### config.mk
export PLATFORM = sky130hd
export DESIGN_NAME = form_query_token_decoder_unit_flat
export DESIGN_NICKNAME = d
export VERILOG_FILES = /design/src/rtl/core/fqtd_pkg.sv /design/src/rtl/core/fqtd_in_if.sv /design/src/rtl/core/fqtd_out_if.sv /design/src/rtl/core/form_query_token_decoder_unit.sv /design/src/flat_wrapper.sv
export VERILOG_INCLUDE_DIRS = /design/src /design/src/rtl/core
export SDC_FILE = /design/constraint.sdc
export NUM_CORES = 1
export LEC_CHECK = 0
export BUFFER_PORTS_ARGS = -buffer_cell sky130_fd_sc_hd__buf_2
export CAP_MARGIN = 25
export CORE_MARGIN = 5
export CORE_UTILIZATION = 25
export CTS_CLUSTER_SIZE = 25
export DETAILED_ROUTE_END_ITERATION = 10
export PLACE_DENSITY = 0.51
export SYNTH_ARGS = -nofsm -noshare
export SYNTH_HDL_FRONTEND = slang
export SYNTH_SLANG_ARGS = --single-unit
### constraint.sdc
create_clock -name clk_i -period 2.85 [get_ports clk_i]
set_input_delay 0.57 -clock clk_i [delete_from_list [all_inputs] [get_ports clk_i]]
set_output_delay 0.57 -clock clk_i [all_outputs]
set_load 0.01 [all_outputs]
### src/rtl/core/form_query_token_decoder_unit_defines.svh
// ----------------------------------------------------------------------------
// Form query token decoder - assertion macros
// Shared property wrappers, clocked on clk_i and disabled while in reset.
// ----------------------------------------------------------------------------
`ifndef FORM_QUERY_TOKEN_DECODER_UNIT_DEFINES_SVH
`define FORM_QUERY_TOKEN_DECODER_UNIT_DEFINES_SVH

// same-cycle implication
`define FQTD_ASSERT_IMPL(label, ante, cons) \
  label: assert property (@(posedge clk_i) disable iff (!rst_ni) (ante) |-> (cons)) \
    else $error("fqtd: same-cycle check failed");

// next-cycle implication
`define FQTD_ASSERT_NEXT(label, ante, cons) \
  label: assert property (@(posedge clk_i) disable iff (!rst_ni) (ante) |=> (cons)) \
    else $error("fqtd: next-cycle check failed");

`endif

### src/rtl/core/fqtd_pkg.sv
// ----------------------------------------------------------------------------
// Form query token decoder package
// Character codes, escape phase codes, terminator codes and the result type.
// ----------------------------------------------------------------------------
package fqtd_pkg;

  // special characters
  localparam logic [7:0] CH_DOLLAR  = 8'h24;
  localparam logic [7:0] CH_PLUS    = 8'h2B;
  localparam logic [7:0] CH_PERCENT = 8'h25;
  localparam logic [7:0] CH_EQUAL   = 8'h3D;
  localparam logic [7:0] CH_AMP     = 8'h26;
  localparam logic [7:0] CH_HASH    = 8'h23;
  localparam logic [7:0] CH_NUL     = 8'h00;
  localparam logic [7:0] CH_SPACE   = 8'h20;
  localparam logic [7:0] CH_0       = 8'h30;
  localparam logic [7:0] CH_9       = 8'h39;
  localparam logic [7:0] CH_LC_A    = 8'h61;
  localparam logic [7:0] CH_LC_F    = 8'h66;
  localparam logic [7:0] CH_UC_A    = 8'h41;
  localparam logic [7:0] CH_UC_F    = 8'h46;

  // escape phase codes (code 3 behaves as idle)
  localparam logic [1:0] PH_IDLE   = 2'd0;
  localparam logic [1:0] PH_FIRST  = 2'd1;
  localparam logic [1:0] PH_SECOND = 2'd2;

  // token terminator codes
  localparam logic [1:0] TERM_EQUAL = 2'd0;
  localparam logic [1:0] TERM_AMP   = 2'd1;
  localparam logic [1:0] TERM_HASH  = 2'd2;
  localparam logic [1:0] TERM_NUL   = 2'd3;

  typedef struct packed {
    logic [7:0] out_byte;
    logic       token_end;
    logic [1:0] terminator;
    logic       string_end;
  } result_t;

  typedef struct packed {
    logic       ok;
    logic [3:0] value;
  } hex_t;

  // hex digit decode; ok is low for any non-digit
  function automatic hex_t hex_decode(input logic [7:0] c);
    hex_t h;
    h.ok    = 1'b1;
    h.value = 4'd0;
    if (c >= CH_0 && c <= CH_9) begin
      h.value = c[3:0];
    end else if ((c >= CH_LC_A && c <= CH_LC_F) || (c >= CH_UC_A && c <= CH_UC_F)) begin
      h.value = 4'(c[3:0] + 4'd9);
    end else begin
      h.ok = 1'b0;
    end
    return h;
  endfunction

  function automatic result_t make_byte(input logic [7:0] b);
    result_t r;
    r.out_byte   = b;
    r.token_end  = 1'b0;
    r.terminator = TERM_EQUAL;
    r.string_end = 1'b0;
    return r;
  endfunction

  function automatic result_t make_end(input logic [1:0] term, input logic send);
    result_t r;
    r.out_byte   = 8'd0;
    r.token_end  = 1'b1;
    r.terminator = term;
    r.string_end = send;
    return r;
  endfunction

endpackage

### src/rtl/core/fqtd_in_if.sv
// ----------------------------------------------------------------------------
// Form query token decoder input channel
// Valid/ready channel carrying one raw query byte and its string start flag.
// ----------------------------------------------------------------------------
interface fqtd_in_if;
  logic       valid;
  logic       ready;
  logic [7:0] in_byte;
  logic       string_start;

  modport source (output valid, output in_byte, output string_start, input ready);
  modport sink   (input valid, input in_byte, input string_start, output ready);
endinterface

### src/rtl/core/fqtd_out_if.sv
// ----------------------------------------------------------------------------
// Form query token decoder output channel
// Valid/ready channel carrying one decoded byte or one token end marker.
// ----------------------------------------------------------------------------
interface fqtd_out_if;
  logic       valid;
  logic       ready;
  logic [7:0] out_byte;
  logic       token_end;
  logic [1:0] terminator;
  logic       string_end;

  modport source (output valid, output out_byte, output token_end, output terminator,
                  output string_end, input ready);
  modport sink   (input valid, input out_byte, input token_end, input terminator,
                  input string_end, output ready);
endinterface

### src/rtl/core/form_query_token_decoder_unit.sv
// ----------------------------------------------------------------------------
// Form query token decoder
// Splits a form-encoded query byte stream into decoded name/value tokens.
// ----------------------------------------------------------------------------
// Takes one byte per cycle while the output is not stalled and gives at most
// one result per byte: a decoded byte, or a token end marker with its
// terminator ('=', '&', '#', NUL). An input transfer passes through one input
// register, then the decode logic and escape state update, then a result
// register backed by a one-entry skid buffer, so input transfers continue
// while the output is stalled until the skid buffer fills. Sustained rate is
// one byte per clock while the output is not stalled. '%' and the
// first escape byte give no result; bytes after '#' or NUL are dropped until
// the next transfer with string_start set. A leading '$' with string_start
// set is skipped.
// ----------------------------------------------------------------------------
`include "form_query_token_decoder_unit_defines.svh"

module form_query_token_decoder_unit (
  input  logic clk_i,
  input  logic rst_ni,
  fqtd_in_if.sink    in_i,
  fqtd_out_if.source out_o
);

  // input register
  logic       s1_valid_q;
  logic [7:0] s1_byte_q;
  logic       s1_start_q;
  logic       s1_fire;

  // escape state
  logic [1:0] phase_q, phase_d;
  logic [3:0] hi_nib_q, hi_nib_d;
  logic       hi_valid_q, hi_valid_d;
  logic       done_q, done_d;

  // result buffer
  logic                 out_valid_q;
  fqtd_pkg::result_t    out_q;
  logic                 skid_valid_q;
  fqtd_pkg::result_t    skid_q;

  // decode outputs
  logic              emit;
  fqtd_pkg::result_t res;
  fqtd_pkg::hex_t    hex;
  logic              pop;
  logic              push;

  // handshakes
  assign s1_fire    = s1_valid_q && !skid_valid_q;
  assign in_i.ready = !s1_valid_q || s1_fire;
  assign pop        = out_valid_q && out_o.ready;
  assign push       = s1_fire && emit;

  // input register control
  always_ff @(posedge clk_i or negedge rst_ni) begin
    if (!rst_ni) begin
      s1_valid_q <= 1'b0;
    end else if (in_i.ready) begin
      s1_valid_q <= in_i.valid;
    end
  end

  // input register payload
  always_ff @(posedge clk_i) begin
    if (in_i.valid && in_i.ready) begin
      s1_byte_q  <= in_i.in_byte;
      s1_start_q <= in_i.string_start;
    end
  end

  // decode one byte against the escape state
  always_comb begin
    logic [1:0] ph;
    logic [3:0] nib;
    logic       nib_ok;
    logic       dn;
    ph     = s1_start_q ? fqtd_pkg::PH_IDLE : phase_q;
    nib    = s1_start_q ? 4'd0 : hi_nib_q;
    nib_ok = s1_start_q ? 1'b0 : hi_valid_q;
    dn     = s1_start_q ? 1'b0 : done_q;
    hex    = fqtd_pkg::hex_decode(s1_byte_q);

    phase_d    = ph;
    hi_nib_d   = nib;
    hi_valid_d = nib_ok;
    done_d     = dn;
    emit       = 1'b0;
    res        = fqtd_pkg::make_byte(s1_byte_q);

    if (s1_start_q && s1_byte_q == fqtd_pkg::CH_DOLLAR) begin
      // leading dollar skipped, state already cleared
      emit = 1'b0;
    end else if (dn) begin
      // string over, drop
      emit = 1'b0;
    end else if (ph == fqtd_pkg::PH_FIRST || ph == fqtd_pkg::PH_SECOND) begin
      if (s1_byte_q == fqtd_pkg::CH_NUL) begin
        // nul inside an escape ends the string
        phase_d    = fqtd_pkg::PH_IDLE;
        hi_nib_d   = 4'd0;
        hi_valid_d = 1'b0;
        done_d     = 1'b1;
        emit       = 1'b1;
        res        = fqtd_pkg::make_end(fqtd_pkg::TERM_NUL, 1'b1);
      end else if (ph == fqtd_pkg::PH_FIRST) begin
        phase_d    = fqtd_pkg::PH_SECOND;
        hi_nib_d   = hex.ok ? hex.value : 4'd0;
        hi_valid_d = hex.ok;
      end else begin
        // second escape byte, prefix rule
        phase_d    = fqtd_pkg::PH_IDLE;
        hi_nib_d   = 4'd0;
        hi_valid_d = 1'b0;
        emit       = 1'b1;
        if (!nib_ok) begin
          res = fqtd_pkg::make_byte(8'd0);
        end else if (hex.ok) begin
          res = fqtd_pkg::make_byte({nib, hex.value});
        end else begin
          res = fqtd_pkg::make_byte({4'd0, nib});
        end
      end
    end else begin
      phase_d = fqtd_pkg::PH_IDLE;
      emit    = 1'b1;
      case (s1_byte_q)
        fqtd_pkg::CH_EQUAL: res = fqtd_pkg::make_end(fqtd_pkg::TERM_EQUAL, 1'b0);
        fqtd_pkg::CH_AMP:   res = fqtd_pkg::make_end(fqtd_pkg::TERM_AMP, 1'b0);
        fqtd_pkg::CH_HASH: begin
          done_d = 1'b1;
          res    = fqtd_pkg::make_end(fqtd_pkg::TERM_HASH, 1'b1);
        end
        fqtd_pkg::CH_NUL: begin
          done_d = 1'b1;
          res    = fqtd_pkg::make_end(fqtd_pkg::TERM_NUL, 1'b1);
        end
        fqtd_pkg::CH_PLUS:  res = fqtd_pkg::make_byte(fqtd_pkg::CH_SPACE);
        fqtd_pkg::CH_PERCENT: begin
          emit       = 1'b0;
          phase_d    = fqtd_pkg::PH_FIRST;
          hi_nib_d   = 4'd0;
          hi_valid_d = 1'b0;
        end
        default:            res = fqtd_pkg::make_byte(s1_byte_q);
      endcase
    end
  end

  // escape state update
  always_ff @(posedge clk_i or negedge rst_ni) begin
    if (!rst_ni) begin
      phase_q    <= fqtd_pkg::PH_IDLE;
      hi_nib_q   <= 4'd0;
      hi_valid_q <= 1'b0;
      done_q     <= 1'b0;
    end else if (s1_fire) begin
      phase_q    <= phase_d;
      hi_nib_q   <= hi_nib_d;
      hi_valid_q <= hi_valid_d;
      done_q     <= done_d;
    end
  end

  // result buffer control
  always_ff @(posedge clk_i or negedge rst_ni) begin
    if (!rst_ni) begin
      out_valid_q  <= 1'b0;
      skid_valid_q <= 1'b0;
    end else if (pop) begin
      if (skid_valid_q) begin
        skid_valid_q <= 1'b0;
      end else begin
        out_valid_q <= push;
      end
    end else if (push) begin
      if (out_valid_q) begin
        skid_valid_q <= 1'b1;
      end else begin
        out_valid_q <= 1'b1;
      end
    end
  end

  // result buffer payload
  always_ff @(posedge clk_i) begin
    if (pop) begin
      if (skid_valid_q) begin
        out_q <= skid_q;
      end else if (push) begin
        out_q <= res;
      end
    end else if (push) begin
      if (out_valid_q) begin
        skid_q <= res;
      end else begin
        out_q <= res;
      end
    end
  end

  // output drive
  assign out_o.valid      = out_valid_q;
  assign out_o.out_byte   = out_q.out_byte;
  assign out_o.token_end  = out_q.token_end;
  assign out_o.terminator = out_q.terminator;
  assign out_o.string_end = out_q.string_end;

  // checks
  `FQTD_ASSERT_IMPL(a_skid_needs_head, skid_valid_q, out_valid_q)
  `FQTD_ASSERT_IMPL(a_done_not_escaping, done_q, phase_q == fqtd_pkg::PH_IDLE)
  `FQTD_ASSERT_IMPL(a_nibble_only_second, hi_valid_q, phase_q == fqtd_pkg::PH_SECOND)
  `FQTD_ASSERT_NEXT(a_stall_fills_skid, push && out_valid_q && !out_o.ready, skid_valid_q)

endmodule
### src/flat_wrapper.sv
// flat-port wrapper written by rule: the top's interface ports become plain ports
module form_query_token_decoder_unit_flat 
  (clk_i, rst_ni, in_i_valid, in_i_in_byte, in_i_string_start, in_i_ready, out_o_valid, out_o_out_byte, out_o_token_end, out_o_terminator, out_o_string_end, out_o_ready);
  fqtd_in_if in_i_i ();
  fqtd_out_if out_o_i ();
  input  logic clk_i;
  input  logic rst_ni;
  input wire logic [$bits(in_i_i.valid)-1:0] in_i_valid;
  input wire logic [$bits(in_i_i.in_byte)-1:0] in_i_in_byte;
  input wire logic [$bits(in_i_i.string_start)-1:0] in_i_string_start;
  output wire logic [$bits(in_i_i.ready)-1:0] in_i_ready;
  output wire logic [$bits(out_o_i.valid)-1:0] out_o_valid;
  output wire logic [$bits(out_o_i.out_byte)-1:0] out_o_out_byte;
  output wire logic [$bits(out_o_i.token_end)-1:0] out_o_token_end;
  output wire logic [$bits(out_o_i.terminator)-1:0] out_o_terminator;
  output wire logic [$bits(out_o_i.string_end)-1:0] out_o_string_end;
  input wire logic [$bits(out_o_i.ready)-1:0] out_o_ready;
  assign in_i_i.valid = in_i_valid;
  assign in_i_i.in_byte = in_i_in_byte;
  assign in_i_i.string_start = in_i_string_start;
  assign in_i_ready = in_i_i.ready;
  assign out_o_valid = out_o_i.valid;
  assign out_o_out_byte = out_o_i.out_byte;
  assign out_o_token_end = out_o_i.token_end;
  assign out_o_terminator = out_o_i.terminator;
  assign out_o_string_end = out_o_i.string_end;
  assign out_o_i.ready = out_o_ready;
  form_query_token_decoder_unit u_core (.clk_i(clk_i), .rst_ni(rst_ni), .in_i(in_i_i), .out_o(out_o_i));
endmodule
==> impl_metrics.csv, run 1 <==
group,metric,value,unit
run_status,outcome,"finished, final reports clean",
logic_synthesis,synthCells,219,
setup_path,cp_slowest_cell,"edfxtp_1",
floorplan,io_pins,27,
routing,wl_per_cell,14.7,um
floorplan,fp.dieW,107,um
timing,setup_viol,0,
finish,multi_input_area,0.00110,sq mm
routing,drt-initial-drc-count,96,
timing,post-route-period-util,87.8,%
floorplan,fp.coreArea,0.00924,sq mm
logic_synthesis,synth_largest_area_cell,"edfxtp_1",
setup_path,rr_endpoint,"u_core.out_o.string_end$_DFFE_PP_",
finish,ff_latch_area,0.00121,sq mm
clock_network,path_clk_slew,90,ps
power,comb_power_share,26.9,%
timing,tns,0,ps
finish,antennaDiodeCount,0,
logic_synthesis,synth_top_area_share,39.2,%
finish,fin_nets,265,
setup_path,reg2reg_from,"u_core.s1_byte_q[0]$_DFFE_PP_",
floorplan,die_h,107,um
timing,finalHoldViolations,0,
finish,syn2layout_area_growth,15.5,%
finish,layout.cells.non_filler,377,
placement,place_inst,369,
grt,first_global_vias,1752,
power,leakagePower,0.988,nW
setup_path,ff2ff_setup_slack,350,ps
finish,num-fill-cells,970,
grt,grt_max_degree,16,
clock_network,cts_buffers,5,
finish,drive_gt1_share,19.8,%
setup_path,worst-path-max-fanout,11,
routing,detail_route.first_pass.iterations,4,
placement,gp_congestion,0.824,
power,cellPowerDensity,667,mW/mm^2
setup_path,crit_buf_inv,1,
logic_synthesis,synth_area,0.00237,sq mm
clock_network,cts_tree,"built",
timing,tightest_slew,618,ps
timing,rsz0062_at_grt,"no",
timing,slew_headroom,58.3,%
clock_network,h-tree-depth,2,
floorplan,rows,35,
finish,mostFrequentLayoutCell,"edfxtp_1",
clock_network,cts_setup_buffers,0,
power,ir_worst_vdd,0.156,mV
power,p_sw,0.000629,W
placement,pre_cts_ws,376,ps
routing,drc,0,
worst_hold_path,min_path_type,"input pin to async pin",
power,p_clk_share,22.5,%
grt,grt_pass1_wl,9.06,mm
timing,period_needed,2500,ps
timing,drv_slew,0,
setup_path,slowest_delay,580,ps
clock_network,cts_resized,0,
power,p_seq_share,50.6,%
setup_path,crit_type,"flip-flop to flip-flop",
timing,worst_slack,349,ps
routing,num_vias,1750,
setup_path,path_delay_family,"flip-flops",
logic_synthesis,ys.flop_type,"edfxtp_1",
setup_path,critical_path.cell_chain,"inv_1 > ha_1 > nor3b_1 > and2_1 > o41ai_4 > nor2b_2 > mux2_2",
timing,skew,7.74,ps
floorplan,initial_core_util,25.7,%
placement,port_buffers,26,
logic_synthesis,ys_ff_latch,42,
setup_path,ff2ff_path_depth,7,
clock_network,cts_hold_buf,0,
logic_synthesis,synth_area_per_cell,10.8,sq um
grt,globalRoute.totalOverflow,0,
routing,viasPerCell,4.64,
timing,clock.fmax,400,MHz
setup_path,cp_data_required_time,2920,ps
logic_synthesis,yosysWarnings,0,
grt,grt_usage,10.1,%
logic_synthesis,synth_area_leaders,"edfxtp_1 (39%), dfrtp_1 (12%), nand2_1 (4.6%), o211ai_1 (2.8%), ha_1 (2.6%)",
setup_path,critPathLaunchType,"flip-flop",
power,p_int,0.00120,W
flow_run,cap_violations,0,
grt,antenna_found_initial,0,
finish,fin_util,29.6,%
logic_synthesis,synth.yosys.seq_area_share,50.8,%
logic_synthesis,syn-num-nets,237,
floorplan,dieArea,0.0115,sq mm
logic_synthesis,synth_edf_count,31,
clock_network,ctsLongestPathBuffers,2,
clock_network,clock-root-buffer,"clkbuf_8",
setup_path,cp-end-kind,"flip-flop",
clock_network,clkSinkCount,42,
timing,fin_hold_ws,109,ps
routing,routed_wl,5.53,mm
power,swShare,34.4,%
clock_network,clk_latency,310,ps
placement,hpwl,4.35,mm
logic_synthesis,async_flop_share,26.2,%
finish,layout_common_cells,"edfxtp_1 (31), nand2_1 (29), buf_2 (26)",
setup_path,cp.arrival,2570,ps
logic_synthesis,synth_cell_type_count,53,
routing,detail-route-antenna-nets,0,
[worst reg2reg max path, stage by stage (launching register included)]
cell and delay, ps:
edfxtp_1 580, inv_1 130, ha_1 280, nor3b_1 180, and2_1 270, o41ai_4 470
nor2b_2 90, mux2_2 260
[area by class of cell]
| cell class | count | share of cell area (%) |
|---|---|---|
| clock buffer | 5 | 2.51 |
| clock inverter | 3 | 0.868 |
| inverter | 6 | 0.822 |
| multi-input combinational | 162 | 40.0 |
| sequential | 42 | 44.0 |
| tap | 129 | 5.89 |
| timing repair buffer | 30 | 5.85 |
[registers in the layout (all words and copies together), names as in the netlist]
signal and count:
u_core.done_q 1, u_core.hi_nib_q 4, u_core.hi_valid_q 1, u_core.out_o.out_byte 8, u_core.out_o.string_end 1, u_core.out_o.terminator 1, u_core.out_o.token_end 1, u_core.out_o.valid 1
u_core.phase_q 2, u_core.s1_byte_q 8, u_core.s1_start_q 1, u_core.s1_valid_q 1, u_core.skid_q 11, u_core.skid_valid_q 1
[per-layer routing]
layer  share of wire [%]  wire, um  GRT usage [%]
met3                 6.2       343           2.04
met5                   0         0              0
met4                 1.5        85           3.25
met2                  45      2490           15.9
met1                  47      2610           14.0
[power by group through the flow]
| stage | Combinational, W | Clock (W) | Sequential, W |
|---|---|---|---|
| after floorplan | 0.000302 | 0 | 0.000940 |
| after global placement | 0.000500 | 0 | 0.000937 |
| after detailed placement | 0.000501 | 0 | 0.000940 |
| after CTS | 0.000502 | 0.000422 | 0.000926 |
| after global routing | 0.000545 | 0.000437 | 0.000947 |
| final | 0.000491 | 0.000411 | 0.000924 |
[cell families (layout without fill, tap and decap cells)]
| kind of cell | count (synthesis) | count (layout) | share of synthesized area (%) |
|---|---|---|---|
| buf+inv | 15 | 44 | 2.95 |
| fa+ha+maj | 5 | 5 | 2.64 |
| mux | 3 | 3 | 1.32 |
| flops | 42 | 42 | 50.8 |
| simple gates | 89 | 89 | 21.5 |
| compound gates | 65 | 65 | 20.7 |
[synthesized netlist by cell type, types with 3 or more instances]
master	instances
o211ai_1	9
nor2b_1	5
a31oi_1	5
a21oi_1	9
nand2b_1	7
o2bb2ai_1	6
o21ai_0	5
clkbuf_1	3
inv_1	5
nand2_1	29
and4_1	3
nor2_1	11
o21ai_1	9
buf_4	3
ha_1	5
nor3b_1	4
and2_1	7
nand3_1	5
edfxtp_1	31
a32o_1	4
dfrtp_1	11
nand4bb_1	3
[worst max path at each step]
| stage | startpoint | endpoint | slack (ps) | depth (start not counted) |
|---|---|---|---|---|
| after floorplan | u_core.s1_byte_q[0]$_DFFE_PP_ | u_core.skid_q[0]$_DFFE_PP_ | 60 | 7 |
| after global placement | u_core.s1_byte_q[0]$_DFFE_PP_ | u_core.out_o.out_byte[5]$_DFFE_PP_ | 400 | 7 |
| after detailed placement | u_core.s1_byte_q[0]$_DFFE_PP_ | u_core.out_o.string_end$_DFFE_PP_ | 380 | 7 |
| after CTS | u_core.s1_byte_q[0]$_DFFE_PP_ | u_core.out_o.string_end$_DFFE_PP_ | 370 | 7 |
| after global routing | u_core.s1_byte_q[0]$_DFFE_PP_ | u_core.out_o.out_byte[5]$_DFFE_PP_ | 110 | 7 |
| final | u_core.s1_byte_q[0]$_DFFE_PP_ | u_core.out_o.string_end$_DFFE_PP_ | 350 | 7 |
[through the flow]
step / total power, W / cell area (sq um)
2_1_floorplan: 0.00124 / 2370
3_3_place_gp: 0.00144 / 2650
3_5_place_dp: 0.00144 / 2650
4_1_cts: 0.00185 / 2740
5_1_grt: 0.00193 / 2740
6_report: 0.00183 / 2740
Power figures use the tool's default switching activity.
==> inputs of run 2 (changes only) <==
--- a/config.mk
+++ b/config.mk
@@ -9,10 +9,10 @@
 export BUFFER_PORTS_ARGS = -buffer_cell sky130_fd_sc_hd__buf_2
 export CAP_MARGIN = 25
 export CORE_MARGIN = 5
-export CORE_UTILIZATION = 25
+export CORE_UTILIZATION = 44
 export CTS_CLUSTER_SIZE = 25
 export DETAILED_ROUTE_END_ITERATION = 10
-export PLACE_DENSITY = 0.51
+export PLACE_DENSITY = 0.74
 export SYNTH_ARGS = -nofsm -noshare
 export SYNTH_HDL_FRONTEND = slang
 export SYNTH_SLANG_ARGS = --single-unit
==> impl_metrics.csv, run 2 (synthesized netlist as in run 1, its figures left out) <==
group,metric,value,unit
run_status,outcome,"finished, final reports clean",
power,ir_worst_vdd,0.391,mV
finish,regMostFlops,"u_core.skid_q",
flow_run,cap_violations,0,
routing,drt-initial-drc-count,121,
finish,final_area,0.00269,sq mm
timing,drv_slew,0,
clock_network,cts_hold_buf,0,
grt,first_global_vias,1634,
timing,clock.fmax,404,MHz
routing,routed.top_layer,"met4",
setup_path,crit_type,"flip-flop to flip-flop",
routing,viasPerCell,5.62,
floorplan,die_h,83.4,um
routing,wl_per_cell,15.8,um
finish,layout_common_cells,"edfxtp_1 (31), nand2_1 (29), buf_2 (26)",
timing,tightest_slew,618,ps
clock_network,clock-root-buffer,"clkbuf_8",
finish,num-fill-cells,453,
clock_network,cts_resized,0,
finish,fin_nets,265,
timing,setup_viol,0,
floorplan,dieArea,0.00696,sq mm
finish,largest_reg_flops,11,
floorplan,io_pins,27,
clock_network,ctsLongestPathBuffers,2,
grt,grt_max_degree,16,
routing,routed_wl,5.02,mm
finish,mostFrequentLayoutCell,"edfxtp_1",
setup_path,cp.arrival,2610,ps
timing,finalHoldViolations,0,
setup_path,worst-path-max-fanout,11,
floorplan,fp.dieW,83.4,um
power,leakagePower,0.997,nW
clock_network,h-tree-depth,2,
timing,slew_headroom,58.4,%
floorplan,rows,26,
power,total_power,0.00188,W
power,cellPowerDensity,700,mW/mm^2
worst_hold_path,min_path_type,"input pin to async pin",
finish,drive_gt1_share,19.8,%
finish,antennaDiodeCount,0,
placement,port_buffers,26,
floorplan,initial_core_util,45.9,%
routing,wl_met1,2.26,mm
clock_network,cts_tree,"built",
routing,detail-route-antenna-nets,0,
setup_path,cp_data_required_time,2980,ps
routing,detail_route.first_pass.iterations,4,
timing,rsz0062_at_grt,"no",
placement,hpwl,3.96,mm
floorplan,fp.coreArea,0.00517,sq mm
grt,antenna_found_initial,0,
placement,placed_area,0.00257,sq mm
grt,globalRoute.totalOverflow,0,
routing,num_vias,1787,
timing,period_needed,2480,ps
clock_network,cts_setup_buffers,0,
routing,drc,0,
finish,syn2layout_area_growth,13.2,%
timing,tns,0,ps
routing,wl_met3,319,um
timing,skew,8.56,ps
setup_path,critPathLaunchType,"flip-flop",
grt,grt_pass1_wl,8.32,mm
placement,gp_congestion,0.981,
timing,post-route-period-util,86.9,%
grt,grt_usage,15.0,%
routing,wl_met2,2.34,mm
clock_network,clkSinkCount,42,
clock_network,cts_buffers,5,
clock_network,clk_latency,300,ps
setup_path,cp-end-kind,"flip-flop",
clock_network,path_clk_slew,80,ps
[run 2: cell types whose count changed in the layout (fill, tap and decap cells not counted), sizes merged]
cell	change
bufinv	+1
inv	-1
[run 2: per-stage QoR]
stage                     hold slack (ps)  util (%)  setup WS (ps)  cells
after floorplan                       274         -           57.8    219
after global placement                447      49.7            469    310
after detailed placement              456      49.7            400    310
after CTS                             133      51.9            388    318
after global routing                  137      51.9            116    318
final                                 124      51.9            374    318
[run 2: path summary, 6_finish.rpt]
check	startpoint	endpoint	slack, ps	cells past startpoint
hold reg to reg	u_core.phase_q[1]$_DFFE_PN0P_	u_core.phase_q[1]$_DFFE_PN0P_	490	2
setup / recovery	u_core.s1_byte_q[0]$_DFFE_PP_	u_core.out_o.out_byte[5]$_DFFE_PP_	370	7
max in group asynchronous	rst_ni	u_core.hi_valid_q$_DFFE_PN0P_	2520	1
min in group clk_i	in_i_in_byte[3]	u_core.s1_byte_q[3]$_DFFE_PP_	440	1
setup reg to reg	u_core.s1_byte_q[0]$_DFFE_PP_	u_core.out_o.out_byte[5]$_DFFE_PP_	370	7
hold / removal	rst_ni	u_core.skid_valid_q$_DFFE_PN0P_	120	1
[run 2: report_power, final]
group          total, W  switching (W)  leakage (nW)  internal [W]
clock          0.000478       0.000218        0.0504      0.000261
combinational  0.000485       0.000293         0.505      0.000191
sequential     0.000918      0.0000880         0.442      0.000830
total           0.00188       0.000599         0.997       0.00128
[run 2: layout make-up]
class | count | area, sq um | area share, %
flip-flops and latches | 42 | 1210 | 44.9
multi-input cells | 162 | 1100 | 40.8
repair buffers | 30 | 160 | 5.96
well taps | 70 | 87.6 | 3.26
clock buffers | 5 | 68.8 | 2.56
clock inverters | 3 | 45.0 | 1.68
inverters | 6 | 22.5 | 0.838
[run 2: per-layer routing]
| metal | vias to the layer above | GRT usage [%] |
|---|---|---|
| met5 | - | 0 |
| met4 | 0 | 5.26 |
| met3 | 8 | 3.96 |
| met2 | 54 | 23.8 |
| met1 | 831 | 19.7 |
| li1 | 894 | - |
[run 2: critical path: stages (launching register included)]
cell and delay (ps):
edfxtp_1 550, inv_1 130, ha_1 280, nor3b_1 180, and2_1 260, nor4_2 540
o21ai_1 140, a31oi_1 220
==> inputs of run 3 (changes only) <==
--- a/config.mk
+++ b/config.mk
@@ -9,10 +9,11 @@
 export BUFFER_PORTS_ARGS = -buffer_cell sky130_fd_sc_hd__buf_2
 export CAP_MARGIN = 25
 export CORE_MARGIN = 5
-export CORE_UTILIZATION = 44
+export CORE_UTILIZATION = 54
+export CTS_BUF_LIST = sky130_fd_sc_hd__clkbuf_8
 export CTS_CLUSTER_SIZE = 25
 export DETAILED_ROUTE_END_ITERATION = 10
-export PLACE_DENSITY = 0.74
+export PLACE_DENSITY = 0.86
 export SYNTH_ARGS = -nofsm -noshare
 export SYNTH_HDL_FRONTEND = slang
 export SYNTH_SLANG_ARGS = --single-unit
==> impl_metrics.csv, run 3 (synthesized netlist as in run 1, its figures left out) <==
group,metric,value,unit
finish,regMostFlops,"u_core.skid_q",
finish,largest_reg_flops,11,
power,cellPowerDensity,701,mW/mm^2
timing,rsz0062_at_grt,"no",
worst_hold_path,min_path_type,"input pin to async pin",
timing,tns,0,ps
grt,grt_max_degree,16,
clock_network,clkSinkCount,42,
floorplan,die_h,76.3,um
setup_path,cp-end-kind,"flip-flop",
timing,fin_hold_ws,119,ps
timing,setup_viol,0,
placement,gp_congestion,0.949,
setup_path,cp.arrival,2570,ps
setup_path,worst-path-max-fanout,11,
routing,routed_wl,5.08,mm
routing,detail_route.first_pass.iterations,4,
grt,grt_usage,18.1,%
clock_network,cts_hold_buf,0,
grt,antenna_found_initial,0,
clock_network,h-tree-depth,2,
clock_network,cts_tree,"built",
finish,ff_latch_area,0.00121,sq mm
floorplan,initial_core_util,55.2,%
grt,grt_use_met3,4.02,%
routing,viasPerCell,6.03,
setup_path,cp_data_required_time,2900,ps
grt,grtUsageMet1,22.4,%
clock_network,path_clk_slew,80,ps
setup_path,critPathLaunchType,"flip-flop",
timing,clock.fmax,396,MHz
grt,grt_pass1_wl,8.57,mm
finish,multi_input_area,0.00110,sq mm
finish,fin_nets,265,
floorplan,dieArea,0.00582,sq mm
finish,final_area,0.00266,sq mm
power,ir_worst_vdd,0.432,mV
grt,grt_util_met2,30.7,%
power,leakagePower,1.00,nW
finish,layout_common_cells,"edfxtp_1 (31), nand2_1 (29), buf_2 (26)",
clock_network,cts_buffers,5,
floorplan,fp.coreArea,0.00429,sq mm
clock_network,cts_setup_buffers,0,
placement,placed_area,0.00255,sq mm
routing,detail-route-antenna-nets,0,
finish,mostFrequentLayoutCell,"edfxtp_1",
timing,slew_headroom,59.4,%
power,total_power,0.00186,W
timing,drv_slew,0,
grt,busiest_layer,"met2",
run_status,outcome,"finished, final reports clean",
timing,tightest_slew,602,ps
clock_network,clk_latency,300,ps
finish,fin_util,61.9,%
floorplan,io_pins,27,
timing,period_needed,2520,ps
finish,num-fill-cells,363,
finish,antennaDiodeCount,0,
routing,drc,0,
grt,globalRoute.totalOverflow,0,
floorplan,fp.dieW,76.3,um
routing,num_vias,1809,
timing,skew,8.02,ps
clock_network,cts_resized,0,
routing,drt-initial-drc-count,177,
flow_run,cap_violations,0,
clock_network,clock-root-buffer,"clkbuf_8",
finish,drive_gt1_share,19.4,%
routing,wl_per_cell,16.9,um
grt,first_global_vias,1725,
floorplan,rows,24,
timing,post-route-period-util,88.6,%
timing,finalHoldViolations,0,
placement,hpwl,3.92,mm
placement,port_buffers,26,
finish,syn2layout_area_growth,12.1,%
setup_path,crit_type,"flip-flop to flip-flop",
clock_network,ctsLongestPathBuffers,2,
run 3: path summary, 6_finish.rpt:
check                                                    end  slack, ps                          start  depth (start not counted)
max                        u_core.out_o.string_end$_DFFE_PP_        330  u_core.s1_byte_q[0]$_DFFE_PP_                          7
min                           u_core.out_o.valid$_DFFE_PN0P_        120                         rst_ni                          1
max reg2reg                u_core.out_o.string_end$_DFFE_PP_        330  u_core.s1_byte_q[0]$_DFFE_PP_                          7
min reg2reg                    u_core.phase_q[1]$_DFFE_PN0P_        500  u_core.phase_q[1]$_DFFE_PN0P_                          2
max in group asynchronous      u_core.phase_q[1]$_DFFE_PN0P_       2520                         rst_ni                          1
min in group clk_i             u_core.s1_byte_q[7]$_DFFE_PP_        450                in_i_in_byte[7]                          1
run 3: metrics by stage:
stage	worst slack [ps]	cells
5_1_grt	157	300
2_1_floorplan	57.8	219
3_3_place_gp	463	292
6_report	326	300
3_5_place_dp	351	292
4_1_cts	339	300
run 3: area by class of cell:
cell class	count	share of cell area, %
Sequential cell	42	45.3
Multi-Input combinational cell	162	41.2
Timing Repair Buffer	30	6.02
Clock buffer	5	2.59
Tap cell	52	2.45
Clock inverter	3	1.55
Inverter	6	0.847
run 3: critical path, stage by stage (launching register included):
cell and delay (ps):
edfxtp_1 560, inv_1 130, ha_1 280, nor3b_1 180, and2_1 270, o41ai_4 480, nor2b_2 90, mux2_2 280
run 3: per-layer routing:
layer	part of all wire [%]	wire length (um)	up-vias
met3	5.4	276	11
li1	-	-	892
met5	0	0	-
met2	50	2520	55
met1	43	2160	851
met4	2.4	121	0
run 3: where the power goes:
| group | switching (W) | total [W] | internal (W) |
|---|---|---|---|
| Sequential | 0.0000869 | 0.000917 | 0.000830 |
| Clock | 0.000203 | 0.000461 | 0.000258 |
| Combinational | 0.000297 | 0.000487 | 0.000190 |
| Total | 0.000587 | 0.00186 | 0.00128 |
